## src/hw/rtl/erq_pkg.sv

```systemverilog
// Shared types and constants for the event ring queue with reserve.
// Used by erq_mem, erq_seq and the top level; no dependencies.
package erq_pkg;

  localparam int unsigned QUEUE_DEPTH_DEF = 16;
  localparam int unsigned CODE_W          = 16;
  localparam int unsigned WORD_W          = 32;
  localparam int unsigned PARAM_W         = 2 * WORD_W;
  localparam int unsigned RESERVE_W       = 5;
  localparam int unsigned CFG_IDX_W       = 3;
  localparam int unsigned CFG_DATA_W      = 16;

  localparam logic [RESERVE_W-1:0] RESERVE_RST = RESERVE_W'(3);

  localparam logic [CFG_IDX_W-1:0] CFG_PUB_TIMER   = CFG_IDX_W'(0);
  localparam logic [CFG_IDX_W-1:0] CFG_USER_KEY    = CFG_IDX_W'(1);
  localparam logic [CFG_IDX_W-1:0] CFG_AUDIO_TIMER = CFG_IDX_W'(2);
  localparam logic [CFG_IDX_W-1:0] CFG_SYS_TIMER   = CFG_IDX_W'(3);
  localparam logic [CFG_IDX_W-1:0] CFG_RESERVE     = CFG_IDX_W'(4);

  typedef enum logic [1:0] {
    OP_PUT        = 2'd0,
    OP_PUT_UNIQUE = 2'd1,
    OP_GET        = 2'd2,
    OP_CLEAR      = 2'd3
  } erq_op_t;

  typedef enum logic [1:0] {
    ST_DONE    = 2'd0,
    ST_DROP    = 2'd1,
    ST_PRESENT = 2'd2,
    ST_EMPTY   = 2'd3
  } erq_status_t;

  typedef enum logic [2:0] {
    S_IDLE,
    S_SCAN,
    S_SCAN_CHK,
    S_PUT,
    S_GET,
    S_CLR,
    S_CLR_CHK,
    S_CLR_END
  } erq_state_t;

  typedef struct packed {
    logic [CODE_W-1:0]    pub_timer;
    logic [CODE_W-1:0]    user_key;
    logic [CODE_W-1:0]    audio_timer;
    logic [CODE_W-1:0]    sys_timer;
    logic [RESERVE_W-1:0] reserve;
  } erq_cfg_t;

  typedef struct packed {
    logic [CODE_W-1:0]  code;
    logic [PARAM_W-1:0] param;
  } erq_entry_t;

  typedef struct packed {
    erq_status_t       status;
    logic [CODE_W-1:0] code;
    logic [WORD_W-1:0] param_lo;
    logic [WORD_W-1:0] param_hi;
  } erq_res_t;

endpackage

```

## src/hw/rtl/erq_mem.sv

```systemverilog
// Entry store of the event ring: one write port, one read port, registered read.
// Depends on erq_pkg.
module erq_mem #(
  parameter int unsigned QUEUE_DEPTH = erq_pkg::QUEUE_DEPTH_DEF,
  parameter int unsigned PTR_W       = $clog2(QUEUE_DEPTH)
) (
  input  logic                clk,
  input  logic                we,
  input  logic [PTR_W-1:0]    waddr,
  input  erq_pkg::erq_entry_t wdata,
  input  logic [PTR_W-1:0]    raddr,
  output erq_pkg::erq_entry_t rdata
);
  import erq_pkg::*;

  erq_entry_t mem_r [QUEUE_DEPTH];
  erq_entry_t rdata_r;

  always_ff @(posedge clk) begin
    if (we) begin
      mem_r[waddr] <= wdata;
    end
  end

  always_ff @(posedge clk) begin
    rdata_r <= mem_r[raddr];
  end

  assign rdata = rdata_r;

endmodule

```

## src/hw/rtl/erq_seq.sv

```systemverilog
// Sequencer of the event ring: head/tail pointers, scan and drain walks over the
// entry store through one shared code/parameter comparator. Depends on erq_pkg.
module erq_seq #(
  parameter int unsigned QUEUE_DEPTH = erq_pkg::QUEUE_DEPTH_DEF,
  parameter int unsigned PTR_W       = $clog2(QUEUE_DEPTH)
) (
  input  logic                          clk,
  input  logic                          rst_n,
  input  erq_pkg::erq_cfg_t             cfg,
  input  logic                          in_accept,
  input  erq_pkg::erq_op_t              op,
  input  logic [erq_pkg::CODE_W-1:0]    event_code,
  input  logic [erq_pkg::PARAM_W-1:0]   param,
  input  logic                          has_param,
  input  logic                          must_hold,
  input  logic [erq_pkg::CODE_W-1:0]    clear_filter,
  output logic                          busy,
  output logic                          done,
  output erq_pkg::erq_res_t             res,
  output logic                          mem_we,
  output logic [PTR_W-1:0]              mem_waddr,
  output erq_pkg::erq_entry_t           mem_wdata,
  output logic [PTR_W-1:0]              mem_raddr,
  input  erq_pkg::erq_entry_t           mem_rdata
);
  import erq_pkg::*;

  localparam int unsigned GAP_W = $clog2(QUEUE_DEPTH + 1);
  localparam int unsigned CMP_W = (GAP_W > RESERVE_W) ? GAP_W : RESERVE_W;
  localparam logic [PTR_W-1:0] LAST = PTR_W'(QUEUE_DEPTH - 1);

  function automatic logic [PTR_W-1:0] ring_next(input logic [PTR_W-1:0] p);
    return (p == LAST) ? '0 : p + 1'b1;
  endfunction

  function automatic logic [PTR_W-1:0] ring_prev(input logic [PTR_W-1:0] p);
    return (p == '0) ? LAST : p - 1'b1;
  endfunction

  erq_state_t          state_r, state_nxt;
  logic [PTR_W-1:0]    head_r, head_nxt;
  logic [PTR_W-1:0]    tail_r, tail_nxt;
  logic [PTR_W-1:0]    scan_r, scan_nxt;
  logic                key_seen_r, key_seen_nxt;
  logic [PARAM_W-1:0]  key_param_r, key_param_nxt;
  logic [CODE_W-1:0]   code_r;
  logic [PARAM_W-1:0]  param_r;
  logic                has_param_r;
  logic                hold_r;
  logic [CODE_W-1:0]   filter_r;

  logic                code_hit;
  logic                param_hit;
  logic                is_timer;
  logic                is_key;
  logic                low_prio;
  logic                full;
  logic [GAP_W-1:0]    gap_raw;
  logic [GAP_W-1:0]    gap;
  logic                drop;

  always_ff @(posedge clk) begin
    if (!rst_n) begin
      state_r    <= S_IDLE;
      head_r     <= '0;
      tail_r     <= '0;
      key_seen_r <= 1'b0;
    end else begin
      state_r    <= state_nxt;
      head_r     <= head_nxt;
      tail_r     <= tail_nxt;
      key_seen_r <= key_seen_nxt;
    end
  end

  always_ff @(posedge clk) begin
    scan_r      <= scan_nxt;
    key_param_r <= key_param_nxt;
    if (in_accept) begin
      code_r      <= event_code;
      param_r     <= param;
      has_param_r <= has_param;
      hold_r      <= must_hold;
      filter_r    <= clear_filter;
    end
  end

  // shared comparator against the entry just read
  assign code_hit  = (mem_rdata.code == code_r);
  assign param_hit = (mem_rdata.param == param_r);
  assign is_timer  = (mem_rdata.code == cfg.pub_timer) || (mem_rdata.code == cfg.sys_timer);
  assign is_key    = (mem_rdata.code == cfg.user_key);

  assign low_prio = (code_r == cfg.pub_timer) || (code_r == cfg.user_key) ||
                    (code_r == cfg.audio_timer);
  assign full     = (ring_next(tail_r) == head_r);
  assign gap_raw  = (head_r >= tail_r) ? GAP_W'(head_r) - GAP_W'(tail_r)
                                       : GAP_W'(head_r) + GAP_W'(QUEUE_DEPTH) - GAP_W'(tail_r);
  assign gap      = (gap_raw == '0) ? GAP_W'(QUEUE_DEPTH) : gap_raw;
  assign drop     = full || (low_prio && (CMP_W'(gap) <= CMP_W'(cfg.reserve)));

  assign busy = (state_r != S_IDLE);

  always_comb begin
    state_nxt     = state_r;
    head_nxt      = head_r;
    tail_nxt      = tail_r;
    scan_nxt      = scan_r;
    key_seen_nxt  = key_seen_r;
    key_param_nxt = key_param_r;
    done          = 1'b0;
    res           = '{status: ST_DONE, code: '0, param_lo: '0, param_hi: '0};
    mem_we        = 1'b0;
    mem_waddr     = tail_r;
    mem_wdata     = '{code: code_r, param: param_r};
    mem_raddr     = head_r;

    case (state_r)
      S_IDLE: begin
        if (in_accept) begin
          scan_nxt     = head_r;
          key_seen_nxt = 1'b0;
          case (op)
            OP_PUT:        state_nxt = S_PUT;
            OP_PUT_UNIQUE: state_nxt = S_SCAN;
            OP_GET:        state_nxt = S_GET;
            OP_CLEAR:      state_nxt = S_CLR;
            default:       state_nxt = S_IDLE;
          endcase
        end
      end
      S_SCAN: begin
        mem_raddr = scan_r;
        state_nxt = (scan_r == tail_r) ? S_PUT : S_SCAN_CHK;
      end
      S_SCAN_CHK: begin
        if (code_hit) begin
          if (!hold_r || (has_param_r && param_hit)) begin
            res.status = ST_PRESENT;
            done       = 1'b1;
            state_nxt  = S_IDLE;
          end else begin
            state_nxt = S_PUT;
          end
        end else begin
          scan_nxt  = ring_next(scan_r);
          state_nxt = S_SCAN;
        end
      end
      S_PUT: begin
        done      = 1'b1;
        state_nxt = S_IDLE;
        if (drop) begin
          res.status = ST_DROP;
        end else begin
          mem_we   = 1'b1;
          tail_nxt = ring_next(tail_r);
        end
      end
      S_GET: begin
        done      = 1'b1;
        state_nxt = S_IDLE;
        if (head_r == tail_r) begin
          res.status = ST_EMPTY;
        end else begin
          res.code     = mem_rdata.code;
          res.param_lo = mem_rdata.param[WORD_W-1:0];
          res.param_hi = mem_rdata.param[PARAM_W-1:WORD_W];
          head_nxt     = ring_next(head_r);
        end
      end
      S_CLR: begin
        state_nxt = (head_r == tail_r) ? S_CLR_END : S_CLR_CHK;
      end
      S_CLR_CHK: begin
        if (is_timer) begin
          if ((filter_r != '0) && (mem_rdata.code != filter_r)) begin
            state_nxt = S_CLR_END;
          end else begin
            head_nxt  = ring_next(head_r);
            state_nxt = S_CLR;
          end
        end else if (is_key) begin
          key_seen_nxt  = 1'b1;
          key_param_nxt = mem_rdata.param;
          head_nxt      = ring_next(head_r);
          state_nxt     = S_CLR;
        end else begin
          state_nxt = S_CLR_END;
        end
      end
      S_CLR_END: begin
        done      = 1'b1;
        state_nxt = S_IDLE;
        if (key_seen_r) begin
          head_nxt  = ring_prev(head_r);
          mem_we    = 1'b1;
          mem_waddr = ring_prev(head_r);
          mem_wdata = '{code: cfg.user_key, param: key_param_r};
        end
      end
      default: begin
        state_nxt = S_IDLE;
      end
    endcase
  end

  a_tail_only_on_put: assert property (@(posedge clk) disable iff (!rst_n)
    (state_r != S_PUT) |=> $stable(tail_r))
    else $error("tail moved outside a put");

  a_empty_status: assert property (@(posedge clk) disable iff (!rst_n)
    (done && (res.status == ST_EMPTY)) |-> (head_r == tail_r))
    else $error("empty status with entries queued");

  a_accept_idle: assert property (@(posedge clk) disable iff (!rst_n)
    in_accept |-> (state_r == S_IDLE))
    else $error("beat accepted while sequencer busy");

endmodule

```

## src/hw/rtl/event_ring_queue_with_reserve.sv

```systemverilog
// Event ring queue with reserve: holds up to QUEUE_DEPTH-1 events (code plus two
// parameter words) and runs put, put-unique, get and timer drain, one beat at a
// time. Put-unique and drain walk the queued entries one by one, since every entry
// goes through the single registered read port of the entry store and then the
// shared comparator. One more beat is taken in the cycle after the result beat has
// left the output register. Public-timer, key and audio-timer puts are dropped when
// the gap from tail to head (free slots plus one) is at most the configured reserve.
// The store itself is not cleared at reset.
module event_ring_queue_with_reserve #(
  parameter int unsigned QUEUE_DEPTH = erq_pkg::QUEUE_DEPTH_DEF
) (
  input  logic                             clk,
  input  logic                             rst_n,
  input  logic                             cfg_we,
  input  logic [erq_pkg::CFG_IDX_W-1:0]    cfg_index,
  input  logic [erq_pkg::CFG_DATA_W-1:0]   cfg_data,
  input  logic                             in_valid,
  output logic                             in_stall,
  input  logic [1:0]                       in_opcode,
  input  logic [erq_pkg::CODE_W-1:0]       in_event_code,
  input  logic [erq_pkg::WORD_W-1:0]       in_param_lo,
  input  logic [erq_pkg::WORD_W-1:0]       in_param_hi,
  input  logic                             in_has_param,
  input  logic                             in_must_hold,
  input  logic [erq_pkg::CODE_W-1:0]       in_clear_filter,
  output logic                             out_valid,
  input  logic                             out_stall,
  output logic [1:0]                       out_status,
  output logic [erq_pkg::CODE_W-1:0]       out_code,
  output logic [erq_pkg::WORD_W-1:0]       out_param_lo,
  output logic [erq_pkg::WORD_W-1:0]       out_param_hi
);
  import erq_pkg::*;

  localparam int unsigned PTR_W = $clog2(QUEUE_DEPTH);

  erq_cfg_t           cfg_r;
  logic               out_valid_r;
  erq_res_t           res_r;
  logic               in_accept;
  logic               busy;
  logic               done;
  erq_res_t           res;
  logic [PARAM_W-1:0] in_param;
  logic               mem_we;
  logic [PTR_W-1:0]   mem_waddr;
  erq_entry_t         mem_wdata;
  logic [PTR_W-1:0]   mem_raddr;
  erq_entry_t         mem_rdata;

  always_ff @(posedge clk) begin
    if (!rst_n) begin
      cfg_r.pub_timer   <= '0;
      cfg_r.user_key    <= '0;
      cfg_r.audio_timer <= '0;
      cfg_r.sys_timer   <= '0;
      cfg_r.reserve     <= RESERVE_RST;
    end else if (cfg_we) begin
      case (cfg_index)
        CFG_PUB_TIMER:   cfg_r.pub_timer   <= cfg_data;
        CFG_USER_KEY:    cfg_r.user_key    <= cfg_data;
        CFG_AUDIO_TIMER: cfg_r.audio_timer <= cfg_data;
        CFG_SYS_TIMER:   cfg_r.sys_timer   <= cfg_data;
        CFG_RESERVE:     cfg_r.reserve     <= cfg_data[RESERVE_W-1:0];
        default: ;
      endcase
    end
  end

  assign in_stall  = busy || out_valid_r;
  assign in_accept = in_valid && !in_stall;
  assign in_param  = in_has_param ? {in_param_hi, in_param_lo} : '0;

  erq_seq #(
    .QUEUE_DEPTH (QUEUE_DEPTH),
    .PTR_W       (PTR_W)
  ) u_seq (
    .clk          (clk),
    .rst_n        (rst_n),
    .cfg          (cfg_r),
    .in_accept    (in_accept),
    .op           (erq_op_t'(in_opcode)),
    .event_code   (in_event_code),
    .param        (in_param),
    .has_param    (in_has_param),
    .must_hold    (in_must_hold),
    .clear_filter (in_clear_filter),
    .busy         (busy),
    .done         (done),
    .res          (res),
    .mem_we       (mem_we),
    .mem_waddr    (mem_waddr),
    .mem_wdata    (mem_wdata),
    .mem_raddr    (mem_raddr),
    .mem_rdata    (mem_rdata)
  );

  erq_mem #(
    .QUEUE_DEPTH (QUEUE_DEPTH),
    .PTR_W       (PTR_W)
  ) u_mem (
    .clk   (clk),
    .we    (mem_we),
    .waddr (mem_waddr),
    .wdata (mem_wdata),
    .raddr (mem_raddr),
    .rdata (mem_rdata)
  );

  always_ff @(posedge clk) begin
    if (!rst_n) begin
      out_valid_r <= 1'b0;
    end else if (done) begin
      out_valid_r <= 1'b1;
    end else if (!out_stall) begin
      out_valid_r <= 1'b0;
    end
  end

  always_ff @(posedge clk) begin
    if (done) begin
      res_r <= res;
    end
  end

  assign out_valid    = out_valid_r;
  assign out_status   = res_r.status;
  assign out_code     = res_r.code;
  assign out_param_lo = res_r.param_lo;
  assign out_param_hi = res_r.param_hi;

  a_no_overwrite: assert property (@(posedge clk) disable iff (!rst_n)
    done |-> !out_valid_r)
    else $error("result beat overwritten before delivery");

endmodule
```

## config.mk

```make
export PLATFORM = sky130hd
export DESIGN_NAME = event_ring_queue_with_reserve
export DESIGN_NICKNAME = d
export VERILOG_FILES = /design/src/hw/rtl/erq_pkg.sv /design/src/hw/rtl/erq_mem.sv /design/src/hw/rtl/erq_seq.sv /design/src/hw/rtl/event_ring_queue_with_reserve.sv
export SDC_FILE = /design/constraint.sdc
export NUM_CORES = 2
export LEC_CHECK = 0
export BUFFER_PORTS_ARGS = -buffer_cell sky130_fd_sc_hd__buf_2
export CORE_UTILIZATION = 40
export DETAILED_ROUTE_END_ITERATION = 7
export GPL_TIMING_DRIVEN = 1
export PLACE_DENSITY_LB_ADDON = 0.25
export SYNTH_ARGS = -nofsm -noshare
export SYNTH_HDL_FRONTEND = slang
export SYNTH_SLANG_ARGS = --single-unit
```

## constraint.sdc

```tcl
create_clock -name clk -period 17.8 [get_ports clk]
set_clock_uncertainty 0.2 [all_clocks]
set_input_delay 0.89 -clock clk [delete_from_list [all_inputs] [get_ports clk]]
set_output_delay 0.89 -clock clk [all_outputs]
set_load 0.1 [all_outputs]
```

==> impl_metrics.toml <==
[sta]
rsz0062_at_grt = "false"
tns_ns = 0
fin_crit_sh = 0.375
maxSlewHeadroom = 0.175
hold_slack_ns = 0.0592
hold_violations = 0
final_max_slew_viol_count = 0
period_needed_ns = 6.68
setup_violations = 0
fmax_mhz = 150
tightestPinTransition_ns = 1.23

[clock_tree]
ctsResizeCount = 0
clkSlewWorstSetupHoldPaths_ns = 0.06
clk_path_buf_depth = 3
h-tree-depth = 4
insertion_delay_ns = 0.82
tritoncts = "done"
cts.sink_count = 1690
cts_hold_buf = 0
postCtsSetupBuffers = 0
clockRootBuffer = "clkbuf_16"
numCtsBuffers = 176

[grt]
antenna_found_initial = 8
grt_pass1_vias = 38500
grt.overflow.total = 0
gr-usage-all-layers = 0.204
grt_pass1_wl_mm = 259
grt_max_degree = 201

[setup_path]
required_ns = 18.03
crit_path_max_incr_delay_ns = 0.80
end_kind = "flop"
worst_setup_path_start_kind = "flop"
cp_slowest_cell = "nor2_4"
cp_cell_sequence = "inv_1 > ha_1 > inv_1 > fa_1 > or4b_2 > o21ai_0 > ha_1 > mux2i_1 > a21oi_1 > a31oi_1 > o41ai_1 > nand2_1 > nor2_4 > buf_4 > buf_4"
path_class = "reg -> reg"
path_max_fanout = 31
worst-path-buf-inv = 4
worst_ep_arrival_time_ns = 6.91
cp_top_family = "simple AND/OR/NAND/NOR gates"

[floorplanning]
die_width_um = 413
die-area_um2 = 171000
io_pins = 208
die_y_um = 413
coreArea_um2 = 167000
fp-row-count = 150
initial_utilization = 0.404

[yosys]
synthTopCellsByArea = "edfxtp_1, dfxtp_1, nand2_1"
async_reset_ff_frac = 0
ys_top_cells_by_count = "edfxtp_1, nand2_1, a211oi_1, clkbuf_1, a21oi_1"
avgSynthCellArea_um2 = 14.0
synth.distinct_cells = 58
ys_warn_count = 0
synthDominantCellAreaShare = 0.679
synth_edf_count = 1528
ys_ff_latch = 1690
synth_cells = 4825
ys_seq_area_frac = 0.727
syn_nets = 4964
netlist_area_um2 = 67600
synth_most_common_cell = "edfxtp_1"
netlist.top_cell.by_area = "edfxtp_1"
synth_top_flop_cell = "edfxtp_1"

[power_and_ir_drop]
power_mw = 10.9
p_leak_nw = 24.7
ir_drop_mv = 0.0767
p_per_area_nw_per_um2 = 142

[finish]
post-route-util = 0.456
drive_gt1_frac = 0.131
areaGrowthSynthToFinish_pct = 13.1
fillCellCount = 14800
final_nets = 5060
register_area_um2 = 49100
multi_input_area_um2 = 17100

[placement]
hpwl_mm = 100
portBuffers = 207
place.gp.congestion = 0.864

[routing]
first_iter_violations = 3735
drtPass1Iterations = 6
wirelength_mm = 176
drtAntennaViolNets = 0
via_per_inst = 5.53
num_vias = 40200
wl_per_cell_um = 24.2
drc = 0

[flow_run]
max_cap_viol_count = 0

[min_path]
hold_path.class = "in -> reg"

[outcome]
status = "complete, no violations"
[placed cells by master, fill, tap and decap left out, types with 6 or more instances in the layout]
cell type / count
nand4_1: 30
inv_1: 24
a21oi_1: 241
nand2b_1: 11
and2_1: 236
dfxtp_1: 162
clkbuf_1: 40
edfxtp_1: 1528
mux2i_1: 13
inv_6: 6
a211oi_1: 394
bufinv_16: 7
xnor2_1: 80
buf_4: 62
mux2_2: 82
nand3_1: 7
nor2_1: 25
a31oi_1: 163
buf_2: 206
nor3_2: 8
nor4_1: 38
a311oi_1: 162
ha_1: 14
nand2_1: 799
a21o_1: 6
xor2_1: 103
clkinv_2: 33
o21ai_0: 12
clkinv_1: 27
and2_0: 231
and3_1: 6
nor2b_1: 17
clkbuf_16: 182
clkbuf_8: 26
nor2_4: 8
a211oi_2: 10
[metrics by stage]
step / instance area [um^2] / setup slack [ns] / cells
6_report: 76400 / 11.12 / 7282
5_1_grt: 76400 / 10.96 / 7277
4_1_cts: 76400 / 11.21 / 7277
3_5_place_dp: 70700 / 11.25 / 6947
3_3_place_gp: 70700 / 11.24 / 6947
2_1_floorplan: 67600 / 8.19 / 4825
[layer usage]
metal  vias to the layer above  track usage  wire length, um
met5                         -            0                0
met4                         0       0.0587             4240
met3                       245       0.0346            12200
met2                      1293        0.318            80700
met1                     20400        0.292            78900
li1                      18300            -                -
[worst paths after layout]
kind | depth (start not counted) | start | slack (ns) | endpoint
worst min register to register | 2 | cfg_r[36]$_SDFFE_PN0P_ | 0.27 | cfg_r[36]$_SDFFE_PN0P_
worst max-delay path | 15 | u_seq.head_r[0]$_SDFFE_PN0P_ | 11.12 | u_mem.mem_r[6][63]$_DFFE_PP_
worst max register to register | 15 | u_seq.head_r[0]$_SDFFE_PN0P_ | 11.12 | u_mem.mem_r[6][63]$_DFFE_PP_
worst min-delay path | 1 | in_event_code[12] | 0.06 | u_seq.code_r[12]$_DFFE_PP_
[cell type report]
class / instances / share of cell area
inverters: 27 / 0.00139
multi-input cells: 2753 / 0.224
well taps: 2204 / 0.0361
clock inverters: 82 / 0.00874
flip-flops and latches: 1690 / 0.643
diodes: 5 / 0.000164
repair buffers: 273 / 0.0209
clock buffers: 248 / 0.0663
[cells by family (layout without fill, tap and decap cells)]
family,count (synthesis),in the layout,share of synthesized area
mux,98,98,0.0162
buf+inv,382,630,0.0228
fa+ha+maj,15,15,0.00289
flops,1690,1690,0.727
xor+xnor,183,183,0.0237
compound gates,1023,1023,0.105
simple gates,1434,1434,0.102
other cells,0,5,0
[state kept, by name, summed over array words and instances, names as in the netlist, 2 cells and up]
| register | flops |
|---|---|
| u_seq.key_param_r | 64 |
| out_param_lo | 32 |
| u_mem.rdata | 80 |
| u_seq.filter_r | 16 |
| u_seq.state_r | 3 |
| out_param_hi | 32 |
| u_seq.tail_r | 4 |
| u_seq.param_r | 64 |
| u_seq.head_r | 4 |
| u_seq.code_r | 16 |
| u_seq.scan_r | 4 |
| out_status | 2 |
| cfg_r | 69 |
| out_code | 16 |
| u_mem.mem_r | 1280 |
[report_power, final]
| group | internal (mW) | switching [mW] | leakage, nW | total (mW) |
|---|---|---|---|---|
| registers | 4.75 | 0.350 | 15.2 | 5.10 |
| logic | 0.590 | 1.57 | 6.63 | 2.16 |
| clock network | 2.09 | 1.53 | 2.83 | 3.62 |
| total | 7.43 | 3.45 | 24.7 | 10.9 |
Power figures use the tool's default switching activity.
